File: config.mk
export PLATFORM = sky130hd
export DESIGN_NAME = lsa_ctrl
export DESIGN_NICKNAME = d
export VERILOG_FILES = /design/src/design/lsa_pkg.sv /design/src/design/lsa_ctrl.sv
export SDC_FILE = /design/constraint.sdc
export NUM_CORES = 1
export LEC_CHECK = 0
export BUFFER_PORTS_ARGS = -buffer_cell sky130_fd_sc_hd__buf_4
export CORE_ASPECT_RATIO = 1.1
export CORE_MARGIN = 2
export CORE_UTILIZATION = 45
export DETAILED_ROUTE_END_ITERATION = 16
export GPL_TIMING_DRIVEN = 0
export HOLD_SLACK_MARGIN = 0.05
export PLACE_DENSITY = 0.72
export REMOVE_ABC_BUFFERS = 1
export SYNTH_ARGS = -nofsm -noshare
export SYNTH_HDL_FRONTEND = slang
export SYNTH_SLANG_ARGS = --single-unit
File: constraint.sdc
create_clock -name clk -period 2.65 [get_ports clk]
set_input_delay 0.265 -clock clk [delete_from_list [all_inputs] [get_ports clk]]
set_output_delay 0.265 -clock clk [all_outputs]
set_load 0.05 [all_outputs]
File: src/design/lsa_pkg.sv
// Package for the LRU slot allocator: field widths, operation and status codes,
// and the command and status structs between controller and datapath.
// No dependencies.
package lsa_pkg;

	localparam int KEY_W  = 64;
	localparam int TICK_W = 48;
	localparam int KIND_W = 3;
	localparam int STAT_W = 3;

	localparam logic [TICK_W-1:0] TICK_MAX = '1;

	localparam logic [KIND_W-1:0] KIND_LOOKUP    = 3'd0;
	localparam logic [KIND_W-1:0] KIND_TOUCH     = 3'd1;
	localparam logic [KIND_W-1:0] KIND_INSERT    = 3'd2;
	localparam logic [KIND_W-1:0] KIND_REMOVE    = 3'd3;
	localparam logic [KIND_W-1:0] KIND_PIN_CLEAR = 3'd4;
	localparam logic [KIND_W-1:0] KIND_PIN_ADD   = 3'd5;

	typedef enum logic [STAT_W-1:0] {
		STAT_OK        = 3'd0,
		STAT_NOT_FOUND = 3'd1,
		STAT_NO_ROOM   = 3'd2,
		STAT_READ_ONLY = 3'd3,
		STAT_PIN_FULL  = 3'd4
	} status_t;

	typedef struct packed {
		logic    load;
		logic    slot_rst;
		logic    slot_inc;
		logic    find_cmp;
		logic    pin_rst;
		logic    pin_inc;
		logic    pin_cmp_slot;
		logic    pin_cmp_key;
		logic    cand_eval;
		logic    mark_hit;
		logic    write_entry;
		logic    use_best;
		logic    touch;
		logic    remove;
		logic    pins_clear;
		logic    pin_write;
		logic    set_status;
		status_t res_status;
		logic    set_result;
	} dp_cmd_t;

	typedef struct packed {
		logic [KIND_W-1:0] kind;
		logic              read_only;
		logic              found;
		logic              free_found;
		logic              best_found;
		logic              pinned;
		logic              pin_free_found;
		logic              slot_last;
		logic              pin_last;
		logic              out_busy;
	} dp_stat_t;

endpackage

File: src/design/lsa_ctrl.sv
// Controller state machine of the LRU slot allocator: sequences the slot and pin
// scans and issues commands to the datapath. Depends on lsa_pkg.
module lsa_ctrl (
	input  logic             clk,
	input  logic             arst_n,
	input  logic             req_valid,
	output logic             req_ready,
	input  lsa_pkg::dp_stat_t stat,
	output lsa_pkg::dp_cmd_t  cmd
);
	import lsa_pkg::*;

	typedef enum logic [13:0] {
		S_IDLE     = 14'h0001,
		S_DISPATCH = 14'h0002,
		S_F_RD     = 14'h0004,
		S_F_CMP    = 14'h0008,
		S_F_END    = 14'h0010,
		S_E_RD     = 14'h0020,
		S_E_PRD    = 14'h0040,
		S_E_PCMP   = 14'h0080,
		S_E_EVAL   = 14'h0100,
		S_E_END    = 14'h0200,
		S_P_RD     = 14'h0400,
		S_P_CMP    = 14'h0800,
		S_P_END    = 14'h1000,
		S_FIN      = 14'h2000
	} state_t;

	state_t state_q, state_d;

	assign req_ready = (state_q == S_IDLE);

	always_comb begin
		state_d = state_q;
		cmd = '0;
		cmd.res_status = STAT_OK;
		case (state_q)
			S_IDLE: begin
				if (req_valid) begin
					cmd.load = 1'b1;
					state_d = S_DISPATCH;
				end
			end
			S_DISPATCH: begin
				if (stat.kind inside {KIND_LOOKUP, KIND_TOUCH}) begin
					state_d = S_F_RD;
				end else if (stat.kind inside {KIND_INSERT, KIND_REMOVE}) begin
					if (stat.read_only) begin
						cmd.set_status = 1'b1;
						cmd.res_status = STAT_READ_ONLY;
						state_d = S_FIN;
					end else begin
						state_d = S_F_RD;
					end
				end else if (stat.kind == KIND_PIN_CLEAR) begin
					cmd.pins_clear = 1'b1;
					state_d = S_FIN;
				end else if (stat.kind == KIND_PIN_ADD) begin
					state_d = S_P_RD;
				end else begin
					state_d = S_FIN;
				end
			end
			S_F_RD: state_d = S_F_CMP;
			S_F_CMP: begin
				cmd.find_cmp = 1'b1;
				if (stat.slot_last) begin
					state_d = S_F_END;
				end else begin
					cmd.slot_inc = 1'b1;
					state_d = S_F_RD;
				end
			end
			S_F_END: begin
				state_d = S_FIN;
				if (stat.found) begin
					cmd.mark_hit = 1'b1;
					cmd.touch = (stat.kind == KIND_TOUCH);
					cmd.remove = (stat.kind == KIND_REMOVE);
				end else if (stat.kind != KIND_INSERT) begin
					cmd.set_status = 1'b1;
					cmd.res_status = STAT_NOT_FOUND;
				end else if (stat.free_found) begin
					cmd.write_entry = 1'b1;
				end else begin
					cmd.slot_rst = 1'b1;
					state_d = S_E_RD;
				end
			end
			S_E_RD: begin
				cmd.pin_rst = 1'b1;
				state_d = S_E_PRD;
			end
			S_E_PRD: state_d = S_E_PCMP;
			S_E_PCMP: begin
				cmd.pin_cmp_slot = 1'b1;
				if (stat.pin_last) begin
					state_d = S_E_EVAL;
				end else begin
					cmd.pin_inc = 1'b1;
					state_d = S_E_PRD;
				end
			end
			S_E_EVAL: begin
				cmd.cand_eval = 1'b1;
				if (stat.slot_last) begin
					state_d = S_E_END;
				end else begin
					cmd.slot_inc = 1'b1;
					state_d = S_E_RD;
				end
			end
			S_E_END: begin
				state_d = S_FIN;
				if (stat.best_found) begin
					cmd.write_entry = 1'b1;
					cmd.use_best = 1'b1;
				end else begin
					cmd.set_status = 1'b1;
					cmd.res_status = STAT_NO_ROOM;
				end
			end
			S_P_RD: state_d = S_P_CMP;
			S_P_CMP: begin
				cmd.pin_cmp_key = 1'b1;
				if (stat.pin_last) begin
					state_d = S_P_END;
				end else begin
					cmd.pin_inc = 1'b1;
					state_d = S_P_RD;
				end
			end
			S_P_END: begin
				state_d = S_FIN;
				if (!stat.pinned) begin
					if (stat.pin_free_found) begin
						cmd.pin_write = 1'b1;
					end else begin
						cmd.set_status = 1'b1;
						cmd.res_status = STAT_PIN_FULL;
					end
				end
			end
			S_FIN: begin
				if (!stat.out_busy) begin
					cmd.set_result = 1'b1;
					state_d = S_IDLE;
				end
			end
			default: state_d = S_IDLE;
		endcase
	end

	always_ff @(posedge clk or negedge arst_n) begin
		if (!arst_n) begin
			state_q <= S_IDLE;
		end else begin
			state_q <= state_d;
		end
	end

	a_accept_dispatch: assert property (@(posedge clk) disable iff (!arst_n)
		req_valid && req_ready |=> state_q == S_DISPATCH)
		else $error("accepted item did not move to dispatch");
	a_fin_release: assert property (@(posedge clk) disable iff (!arst_n)
		state_q == S_FIN && !stat.out_busy |=> state_q == S_IDLE)
		else $error("result not released to idle");
	a_no_write_ro: assert property (@(posedge clk) disable iff (!arst_n)
		cmd.write_entry || cmd.remove |-> !stat.read_only)
		else $error("table changed in read-only mode");
endmodule

==> results.yml <==
timing:
  rsz0062_at_grt: "false"
  clock_skew_ns: 0.00468
  min_period_ns: 2.52
  worst_pin_slew_ns: 0.458
  finalHoldViolCount: 0
  hold_ws_ns: 0.199
  timing.final.crit_share: 0.950
  max_freq_mhz: 397
  drv_slew: 0
  relSlewSlack: 0.694
  setup_viol: 0
route:
  routedWlPerCell_um: 14.7
  wl_met3_um: 167
  wl_met1_um: 1230
  firstDrtPassIters: 4
  drtIter0Drc: 39
  wl_met2_um: 1460
  viasPerCell: 5.73
  top_layer_used: "met4"
  ant_nets: 0
  drc: 0
  drt-total-wl_um: 2910
  vias: 1134
power_and_ir_drop:
  powerDensity_mw_per_mm2: 586
  pwr-share-seq: 0.337
  p_int_uw: 506
  switching_share: 0.430
  p_leak_uw: 0.000671
  peakVddDrop_mv: 0.443
  pwr-share-clk: 0.180
  power_frac_comb: 0.484
  p_switching_uw: 381
layout:
  area_growth_syn_to_layout_pct: 34.9
  layout.cells.most_common: "buf_4"
  layout.cells.non_filler: 198
  fin_nets: 184
  diodes: 0
  largest-register: "state_q"
  layout_common_cells: "buf_4 (40), nor2_1 (12), dfrtp_1 (11)"
  fillers: 202
  largest_reg_flops: 14
  layout-drive-gt1-share: 0.387
  top_regs: "state_q x14"
floorplanning:
  start_util: 0.489
  chipWidth_um: 51.6
  die_area_mm2: 0.00291
  design.core.area_mm2: 0.00230
  die_h_um: 56.4
  ios: 37
  row_count: 18
clock_network:
  clk_pin_slew_ns: 0.09
  cts_root_buf: "clkbuf_4"
  clock_sinks: 14
  numCtsBuffers: 3
  cts_tree: "done"
  worstSkewPairLatency_ns: 0.28
  htree_num_levels: 1
  clockBufferDepth: 2
synth:
  yosysWarnings: 0
  ys_seq_area_frac: 0.313
  yosys.area.top_type: "dfrtp_1"
  synth_ff_type: "dfrtp_1"
  synthTopCellsByArea: "dfrtp_1 (29%), nor2_1 (4.0%), and2_1 (3.9%)"
  synthDistinctLibCells: 48
  synth_seq_cells: 14
  postSynth.asyncResetShare: 1.00
  synth_top_area_frac: 0.290
  synth_edf_count: 0
  synthCells: 126
  syn_area_per_cell_um2: 8.91
  synth_area_mm2: 0.00112
worst_hold_path:
  hold_path.class: "primary input to flip-flop"
placement:
  io_buffers: 36
  placed_cells: 189
  dp.final_hpwl_um: 2200
  place.gp.congestion: 0.881
setup_path:
  path_class: "flip-flop to output pin"
  start_kind: "flip-flop"
  crit_path_end_kind: "output pin"
  worstPathArrival_ns: 2.25
  crit_required_ns: 2.38
  worstPathMaxFanout: 8
grt:
  grt_max_degree: 15
  grt_pass1_wl_um: 4640
  antenna_found_initial: 0
  overflow: 0
  track_usage: 0.208
  grt_pass1_vias: 1064
outcome:
  status: "completed"
job:
  drv_cap: 0
==> cell families (layout without fill, tap and decap cells) <==
logic type	after synthesis	count (layout)	synth area share
and+or+nand+nor	77	77	0.482
AOI/OAI and AO/OA	21	21	0.129
DFF	14	14	0.313
buffers and inverters	9	51	0.0346
xor gates and xnor gates	4	4	0.0312
muxes	1	1	0.0100
==> power groups by stage <==
stage	Clock, uW	Sequential, uW	Combinational, uW
2_1_floorplan	0	278	299
3_3_place_gp	0	287	394
3_5_place_dp	0	288	401
4_1_cts	161	284	405
5_1_grt	172	304	461
6_report	159	299	429
==> cell usage after synthesis (2+ instances only) <==
library cell / instances
and2_1: 7
a21oi_1: 3
nor3_2: 2
o31ai_1: 3
xnor2_1: 2
nor3b_1: 3
and3_1: 2
nor3_1: 5
nor2_1: 12
nand2b_1: 5
nor3b_2: 3
o32ai_1: 2
nor2b_1: 3
nand4_1: 3
inv_1: 6
and4bb_2: 2
o21ai_0: 6
o211ai_1: 2
nor4_1: 3
nand3_1: 3
nand3b_1: 2
xor2_1: 2
nand2_1: 8
dfrtp_1: 13
==> area by class of cell <==
class | count | area (um2) | area share
clock buffer | 4 | 36.3 | 0.0240
multi-input combinational | 103 | 753 | 0.498
sequential | 14 | 354 | 0.234
tap | 30 | 37.5 | 0.0248
inverter | 6 | 22.5 | 0.0149
timing repair buffer | 41 | 310 | 0.205
==> metal layers <==
metal  vias to the layer above  track usage
met2                        38        0.337
li1                        554            -
met5                         -            0
met3                        10       0.0452
met1                       532        0.258
met4                         0        0.102
==> stage by stage <==
stage / setup slack (ns) / instance area [um2] / util / TNS, ns / total power [uW]
after floorplan: -0.151 / 1110 / - / -0.396 / 577
after global placement: 0.297 / 1410 / 0.615 / 0 / 681
after detailed placement: 0.240 / 1410 / 0.615 / 0 / 689
after CTS: 0.0706 / 1480 / 0.642 / 0 / 850
after global routing: 0.0167 / 1510 / 0.659 / 0 / 936
final: 0.134 / 1510 / 0.659 / 0 / 886
==> what timing repair did <==
item / CTS / global route
endpoints found under the setup margin: 3 / 9
gates resized for setup: 0 / 5
endpoints found under the hold margin: 14 / 0
pin swaps: 1 / 2
setup buffers: 2 / 2
hold buffers: 1 / 0
==> worst max-delay path: stages (launching register included) <==
cell	delay (ns)
dfrtp_2	0.48
nor4_4	0.35
buf_4	0.19
buf_4	0.11
nand4_1	0.11
nor3b_1	0.45
buf_4	0.29
==> worst paths after layout <==
kind,startpoint,endpoint,slack [ns],cells after the start
max in group asynchronous,arst_n,state_q[0],2.06,2
min in group asynchronous,arst_n,state_q[8],0.35,2
worst max register to register,state_q[5],state_q[10],0.65,7
worst min-delay path,req_valid,state_q[1],0.20,2
worst min register to register,state_q[11],state_q[11],0.56,1
worst max-delay path,state_q[5],cmd[13],0.13,6
Power figures use the tool's default switching activity.
